<file path="src/design/kss_pkg.sv">
// package for the k-th smallest selector: shared types and constants
// no dependencies
`default_nettype none
package kss_pkg;
    localparam int MAX_ELEMENTS_DEF = 256;

    typedef enum logic [2:0] {
        ST_LOAD,
        ST_PIVOT_RD,
        ST_PIVOT_LAT,
        ST_SCAN,
        ST_CHECK,
        ST_OUT
    } state_t;

    typedef struct packed {
        logic store;      // write incoming value at fill count
        logic clr_count;  // empty the store after selection
        logic pivot_rd;   // drive read address with candidate index
        logic pivot_lat;  // capture candidate value, clear tallies
        logic scan_rd;    // drive read address with scan index
        logic scan_acc;   // tally the data from the previous scan read
        logic next_cand;  // advance candidate index
        logic out_load;   // load result register
        logic out_bad;    // result is an error
    } cmd_t;

    typedef struct packed {
        logic scan_done;  // scan index reached count
        logic hit;        // candidate sits at the wanted rank
        logic cand_last;  // candidate index is the final element
        logic bad;        // rank not below count
    } sts_t;
endpackage
`default_nettype wire

</file>
<file path="src/design/kss_ctrl.sv">
// controller of the selector: load, candidate scan and output handshake
// depends on kss_pkg
`default_nettype none
module kss_ctrl (
    input  wire logic          clk,
    input  wire logic          rst_n,
    input  wire logic          in_fire,
    input  wire logic          in_last,
    input  wire logic          out_taken,
    input  wire kss_pkg::sts_t sts,
    output kss_pkg::cmd_t      cmd,
    output logic               in_ready,
    output logic               out_valid,
    output logic               bad_rank
);
    import kss_pkg::*;
    state_t state_reg, state_next;
    logic   acc_reg, acc_next;
    logic   bad_reg, bad_next;

    always_ff @(posedge clk or negedge rst_n)
    begin
        if (!rst_n)
        begin
            state_reg <= ST_LOAD;
            acc_reg   <= 1'b0;
            bad_reg   <= 1'b0;
        end
        else
        begin
            state_reg <= state_next;
            acc_reg   <= acc_next;
            bad_reg   <= bad_next;
        end
    end

    always_comb
    begin
        state_next = state_reg;
        acc_next   = 1'b0;
        bad_next   = bad_reg;
        cmd        = '0;
        in_ready   = 1'b0;
        out_valid  = 1'b0;
        case (state_reg)
            ST_LOAD:
            begin
                in_ready  = 1'b1;
                cmd.store = in_fire;
                if (in_fire && in_last)
                    state_next = ST_PIVOT_RD;
            end
            ST_PIVOT_RD:
            begin
                if (sts.bad)
                begin
                    cmd.out_load = 1'b1;
                    cmd.out_bad  = 1'b1;
                    bad_next     = 1'b1;
                    state_next   = ST_OUT;
                end
                else
                begin
                    cmd.pivot_rd = 1'b1;
                    state_next   = ST_PIVOT_LAT;
                end
            end
            ST_PIVOT_LAT:
            begin
                cmd.pivot_lat = 1'b1;
                state_next    = ST_SCAN;
            end
            ST_SCAN:
            begin
                // read one element per cycle, tally it the cycle after
                cmd.scan_acc = acc_reg;
                if (sts.scan_done)
                    state_next = acc_reg ? ST_SCAN : ST_CHECK;
                else
                begin
                    cmd.scan_rd = 1'b1;
                    acc_next    = 1'b1;
                end
                if (sts.scan_done && acc_reg)
                    state_next = ST_CHECK;
            end
            ST_CHECK:
            begin
                if (sts.hit || sts.cand_last)
                begin
                    cmd.out_load = 1'b1;
                    bad_next     = 1'b0;
                    state_next   = ST_OUT;
                end
                else
                begin
                    cmd.next_cand = 1'b1;
                    state_next    = ST_PIVOT_RD;
                end
            end
            ST_OUT:
            begin
                out_valid = 1'b1;
                if (out_taken)
                begin
                    cmd.clr_count = 1'b1;
                    state_next    = ST_LOAD;
                end
            end
            default: state_next = ST_LOAD;
        endcase
    end

    assign bad_rank = bad_reg;
endmodule
`default_nettype wire

</file>
<file path="config.mk">
export PLATFORM = sky130hd
export DESIGN_NAME = kss_ctrl
export DESIGN_NICKNAME = d
export VERILOG_FILES = /design/src/design/kss_pkg.sv /design/src/design/kss_ctrl.sv
export SDC_FILE = /design/constraint.sdc
export NUM_CORES = 1
export LEC_CHECK = 0
export ABC_AREA = 1
export BUFFER_PORTS_ARGS = -buffer_cell sky130_fd_sc_hd__buf_2
export CORE_AREA = 10 10 47 49
export CTS_BUF_LIST = sky130_fd_sc_hd__clkbuf_16
export DETAILED_ROUTE_END_ITERATION = 6
export DIE_AREA = 0 0 57 59
export SYNTH_ARGS = -nofsm -noshare
export SYNTH_HDL_FRONTEND = slang
export SYNTH_SLANG_ARGS = --single-unit
export TNS_END_PERCENT = 5
</file>
<file path="constraint.sdc">
create_clock -name clk -period 1.3 [get_ports clk]
set_input_delay 0.13 -clock clk [delete_from_list [all_inputs] [get_ports clk]]
set_output_delay 0.13 -clock clk [all_outputs]
set_load 0.02 [all_outputs]
</file>
==> impl_metrics.env, run 1 <==
export IMPL_status="finished, violations left"
export IMPL_violations="setup timing"
export IMPL_critical_path_slowest_cell="dfrtp_1"
export IMPL_htreeDepth=1
export IMPL_multi_input_area_um2=179
export IMPL_n_antenna_cell=0
export IMPL_drive_above_1_share_pct=40.5
export IMPL_firstDrtPassIters=4
export IMPL_ys_ff_latch=5
export IMPL_final_seq_area_um2=128
export IMPL_cts_buffers_inserted=3
export IMPL_fin_cells=100
export IMPL_vias=424
export IMPL_cts_tree="yes"
export IMPL_clock_skew_final_ps=0.289
export IMPL_cts_clk_slew_worst_paths_ps=30
export IMPL_dieArea_mm2=0.00336
export IMPL_via_per_inst=4.24
export IMPL_groute_usage_overall_pct=7.16
export IMPL_min_period_over_period_pct=104
export IMPL_finalWorstSetupSlack_ps=-51.7
export IMPL_path_cells="inv_2 > nand4_1 > nand2_1 > buf_4"
export IMPL_drtIter0Drc=1
export IMPL_design_portCount=21
export IMPL_clockBufferDepth=2
export IMPL_worst_path_max_fanout=6
export IMPL_cp_arrival_ps=1220
export IMPL_gp_congestion=0.753
export IMPL_grt_overflow=0
export IMPL_yosys_cell_count_top_type="inv_1"
export IMPL_critical_path_class="register to output port"
export IMPL_maxCapViolCount=0
export IMPL_antenna_found_initial=0
export IMPL_hold_class="input port to register"
export IMPL_hpwl_um=906
export IMPL_start_util_pct=26.5
export IMPL_layout_min_cycle_time_ps=1350
export IMPL_ir_drop_mv=1.19
export IMPL_yosysTopAreaCellShare_pct=33.7
export IMPL_synth_edf_count=0
export IMPL_grt_met3_usage_pct=4.94
export IMPL_die_y_um=59
export IMPL_final_nets=94
export IMPL_dp_cells=94
export IMPL_required_ps=1170
export IMPL_async_flop_share_pct=100
export IMPL_fmax_ghz=0.740
export IMPL_synth_compound_area_share_pct=2.02
export IMPL_synth_top_family_by_area="simple AND/OR/NAND/NOR gates"
export IMPL_synth_nets=69
export IMPL_finalHoldViolations=0
export IMPL_top_usage_layer="met2"
export IMPL_areaGrowthSynthToFinish_pct=63.3
export IMPL_drv_slew=0
export IMPL_use_met1_pct=6.36
export IMPL_wl_per_cell_um=10.4
export IMPL_drc_errors=0
export IMPL_fin_util_pct=43.3
export IMPL_core_area_mm2=0.00140
export IMPL_clk_latency_ps=230
export IMPL_synthCells=60
export IMPL_synth_area_leaders="dfrtp_1, inv_1, nand2_1, nand3_1, nor2_1"
export IMPL_grt_use_met2_pct=11.5
export IMPL_postRouteAntennaNets=0
export IMPL_port_buffer_count=20
export IMPL_worst_setup_path_start_kind="register"
export IMPL_ys_seq_area_share_pct=33.7
export IMPL_hold_slack_ps=169
export IMPL_grt_pass1_vias=443
export IMPL_maxSlewHeadroom_pct=85.9
export IMPL_synthSimpleGateAreaFrac_pct=43.1
export IMPL_critical_path_top_delay_family="flip-flops"
export IMPL_cts_root_buf="clkbuf_16"
export IMPL_cts_sinks=5
export IMPL_critPathCaptureType="output port"
export IMPL_cellPowerDensity_mw_per_mm2=2450
export IMPL_tightest_slew_ps=210
export IMPL_die_w_um=57
export IMPL_yosys_cell_types_count=13
export IMPL_finalSetupViolations=4
export IMPL_avgSynthCellArea_um2=6.19
export IMPL_critPathMaxStageDelay_ps=420
export IMPL_synth_xor_area_share_pct=0
export IMPL_fill_cells=165
export IMPL_yosys_top_cells_count="inv_1, nand2_1, nand3_1, nor2_1, dfrtp_1"
export IMPL_rsz0062_at_grt="yes"
export IMPL_yosysWarnings=0
export IMPL_yosysTopAreaCell="dfrtp_1"
export IMPL_synth_area_mux_share_pct=0
export IMPL_grt_first_pass_wirelength_um=1880
export IMPL_synth_main_ff_cell="dfrtp_1"
export IMPL_routed_wl_um=1040
export IMPL_largest_reg_flops=3
export IMPL_synth_fa_ha_area_share_pct=0
export IMPL_grt_max_degree=9
export IMPL_rows=14
export IMPL_netlist_area_um2=372
export IMPL_p_leak_nw=0.387
export IMPL_path_buf_inv=2
## power breakdown
group          leakage (nW)  internal (mW)  switching (mW)
logic                 0.283          0.254           0.411
registers            0.0611          0.226          0.0966
clock network        0.0423          0.398          0.0985
## cell families (layout without fill, tap and decap cells)
group	Yosys count	after routing
compound gates	1	1
buf+inv	19	43
flops	5	5
simple gates	35	35
## per-stage QoR
stage | total power [mW] | worst slack [ps] | area [um^2] | TNS, ps
final | 1.48 | -51.7 | 607 | -99.7
after global placement | 0.915 | 90.3 | 483 | 0
after CTS | 1.51 | -56.6 | 607 | -143
after floorplan | 0.765 | 21.0 | 378 | 0
after global routing | 1.62 | -139 | 607 | -829
after detailed placement | 0.933 | 74.4 | 483 | 0
## cell type report
type / instances / share of cell area [%]
clock buffer: 3 / 12.4
inverter: 17 / 10.9
sequential: 5 / 21.0
multi-input combinational: 36 / 29.5
timing repair buffer: 22 / 22.3
clock inverter: 1 / 0.619
tap: 16 / 3.30
## cells in the final DEF (no fill, tap or decap), drive strengths merged, types with 2 or more instances in the layout
master,count
inv,18
nand4,2
buf,21
clkbuf,3
dfrtp,5
nand2,16
nand3,6
nor2,9
## repair_timing
item	CTS	global route
setup buffers	1	0
hold buffers	1	0
setup endpoints to repair	8	10
resized for setup	11	0
pin swaps	1	0
endpoints found under the hold margin	5	0
## worst paths after layout
check,startpoint,end,slack (ps),cells after the start
max in group asynchronous,rst_n,state_reg[0]$_DFFE_PN0P_,910,2
min in group asynchronous,rst_n,state_reg[1]$_DFFE_PN0P_,250,2
hold / removal,out_taken,state_reg[2]$_DFFE_PN0P_,170,4
setup reg to reg,state_reg[1]$_DFFE_PN0P_,state_reg[0]$_DFFE_PN0P_,190,6
setup / recovery,state_reg[1]$_DFFE_PN0P_,cmd[1],-50,4
hold reg to reg,bad_rank$_DFFE_PN0P_,bad_rank$_DFFE_PN0P_,520,2
## metal layers
metal  wire, um  share of wire [%]  vias up
li1           -                  -      223
met1        375                 36      183
met2        503                 48       16
met3        138                 13        2
met4         25                2.4        0
met5          0                  0        -
## worst min-delay path, delay by kind of cell
kind	cells	cell delay, ps
buffers and inverters	2	130
AND/OR/NAND/NOR	2	100
Note: power is estimated with default switching activity, not from simulation.
==> inputs of run 2 (changes only) <==
--- a/config.mk
+++ b/config.mk
@@ -11,6 +11,7 @@
 export CTS_BUF_LIST = sky130_fd_sc_hd__clkbuf_16
 export DETAILED_ROUTE_END_ITERATION = 6
 export DIE_AREA = 0 0 57 59
+export RECOVER_POWER = 50
 export SYNTH_ARGS = -nofsm -noshare
 export SYNTH_HDL_FRONTEND = slang
 export SYNTH_SLANG_ARGS = --single-unit
==> impl_metrics.env, run 2 (synthesis results as in run 1) <==
export IMPL_status="finished, violations left"
export IMPL_violations="setup timing"
export IMPL_worst_setup_path_start_kind="register"
export IMPL_clockBufferDepth=2
export IMPL_clk_latency_ps=230
export IMPL_fmax_ghz=0.740
export IMPL_die_w_um=57
export IMPL_layout_commonest_cell="inv_1"
export IMPL_finalSetupViolations=4
export IMPL_required_ps=1170
export IMPL_critPathCaptureType="output port"
export IMPL_fin_cells=100
export IMPL_firstDrtPassIters=4
export IMPL_hold_depth=4
export IMPL_grt_overflow=0
export IMPL_cts_sinks=5
export IMPL_routed_wl_um=1050
export IMPL_drc_errors=0
export IMPL_p_leak_nw=0.381
export IMPL_largest_reg_flops=3
export IMPL_rows=14
export IMPL_core_area_mm2=0.00140
export IMPL_gp_congestion=0.753
export IMPL_cp_arrival_ps=1220
export IMPL_drv_slew=0
export IMPL_layout_common_cells="inv_1, nand2_1, buf_2"
export IMPL_cts_buffers_inserted=3
export IMPL_dieArea_mm2=0.00336
export IMPL_critical_path_class="register to output port"
export IMPL_postRouteAntennaNets=0
export IMPL_maxSlewHeadroom_pct=81.4
export IMPL_design_portCount=21
export IMPL_dpl_cell_area_um2=483
export IMPL_n_antenna_cell=0
export IMPL_grt_first_pass_wirelength_um=1880
export IMPL_grt_max_degree=9
export IMPL_drive_above_1_share_pct=38.1
export IMPL_layout_min_cycle_time_ps=1350
export IMPL_port_buffer_count=20
export IMPL_fin_util_pct=43.1
export IMPL_dp_cells=94
export IMPL_worst_path_max_fanout=6
export IMPL_areaGrowthSynthToFinish_pct=62.6
export IMPL_vias=423
export IMPL_tightest_slew_ps=278
export IMPL_final_nets=94
export IMPL_start_util_pct=26.5
export IMPL_hpwl_um=906
export IMPL_finalWorstSetupSlack_ps=-51.5
export IMPL_cts_root_buf="clkbuf_16"
export IMPL_min_period_over_period_pct=104
export IMPL_fill_cells=166
export IMPL_via_per_inst=4.23
export IMPL_cellPowerDensity_mw_per_mm2=2450
export IMPL_finalHoldViolations=0
export IMPL_clock_skew_final_ps=0.368
export IMPL_timing_rr_end="state_reg[0]$_DFFE_PN0P_"
export IMPL_ir_drop_mv=1.18
export IMPL_wl_per_cell_um=10.5
export IMPL_die_y_um=59
export IMPL_final_area_um2=604
export IMPL_hold_start="out_taken"
export IMPL_reg2reg_slack_ps=190
export IMPL_cts_tree="yes"
export IMPL_antenna_found_initial=0
export IMPL_htreeDepth=1
export IMPL_groute_usage_overall_pct=7.16
export IMPL_cts_clk_slew_worst_paths_ps=30
export IMPL_timing_rr_start="state_reg[1]$_DFFE_PN0P_"
export IMPL_maxCapViolCount=0
export IMPL_rsz0062_at_grt="yes"
export IMPL_holdPathEnd="state_reg[2]$_DFFE_PN0P_"
export IMPL_grt_pass1_vias=443
export IMPL_drtIter0Drc=1
export IMPL_rr_worst_depth=6
export IMPL_hold_class="input port to register"
-- run 2: changes by cell type in the layout (fill, tap and decap cells not counted), sizes merged --
cell and change:
buf -2, clkbuf +2
-- run 2: worst max-delay path, stage by stage, from the launching register on --
cell,delay (ps)
dfrtp_1,420
inv_2,110
nand4_1,200
nand2_1,120
buf_4,140
-- run 2: worst max path at each step --
stage                        startpoint                        to  slack [ps]
2_1_floorplan  state_reg[0]$_DFFE_PN0P_  state_reg[1]$_DFFE_PN0P_          20
3_3_place_gp   state_reg[0]$_DFFE_PN0P_                    cmd[4]          90
3_5_place_dp   state_reg[0]$_DFFE_PN0P_                    cmd[4]          70
4_1_cts        state_reg[0]$_DFFE_PN0P_                    cmd[1]         -60
5_1_grt        state_reg[2]$_DFFE_PN0P_                    cmd[1]        -140
6_report       state_reg[1]$_DFFE_PN0P_                    cmd[1]         -50
-- run 2: where the power goes --
| group | internal [mW] | switching (mW) |
|---|---|---|
| Sequential | 0.226 | 0.0972 |
| Combinational | 0.249 | 0.412 |
| Clock | 0.398 | 0.0986 |
| Total | 0.873 | 0.607 |
-- run 2: timing repair --
action | in CTS | in global routing
resized for setup | 11 | 0
hold buffers | 1 | 0
endpoints found under the hold margin | 5 | 0
pin swaps | 1 | 0
setup buffers | 1 | 0
setup endpoints to repair | 8 | 10
-- run 2: layer usage --
layer  part of all wire, %  global-route usage (%)  vias up  wire [um]
met1                    36                    6.36      182        379
met2                    48                    11.5       16        502
met4                   2.4                    5.03        0         25
met3                    13                    4.94        2        138
li1                      -                       -      223          -
met5                     0                       0        -          0
-- run 2: final cells by class --
cell class | count | area [um^2] | share of cell area, %
Multi-Input combinational cell | 36 | 179 | 29.6
Timing Repair Buffer | 22 | 133 | 21.9
Sequential cell | 5 | 128 | 21.1
Clock buffer | 3 | 75.1 | 12.4
Inverter | 17 | 66.3 | 11.0
Tap cell | 16 | 20.0 | 3.31
Clock inverter | 1 | 3.75 | 0.621
-- run 2: metrics by stage --
stage,setup TNS (ps),power (mW),setup WS [ps],hold WS (ps)
3_5_place_dp,0,0.933,74.4,-47.8
6_report,-100,1.48,-51.5,169
4_1_cts,-143,1.51,-56.6,172
2_1_floorplan,0,0.765,21.0,-166
5_1_grt,-829,1.61,-139,197
3_3_place_gp,0,0.915,90.3,-47.6
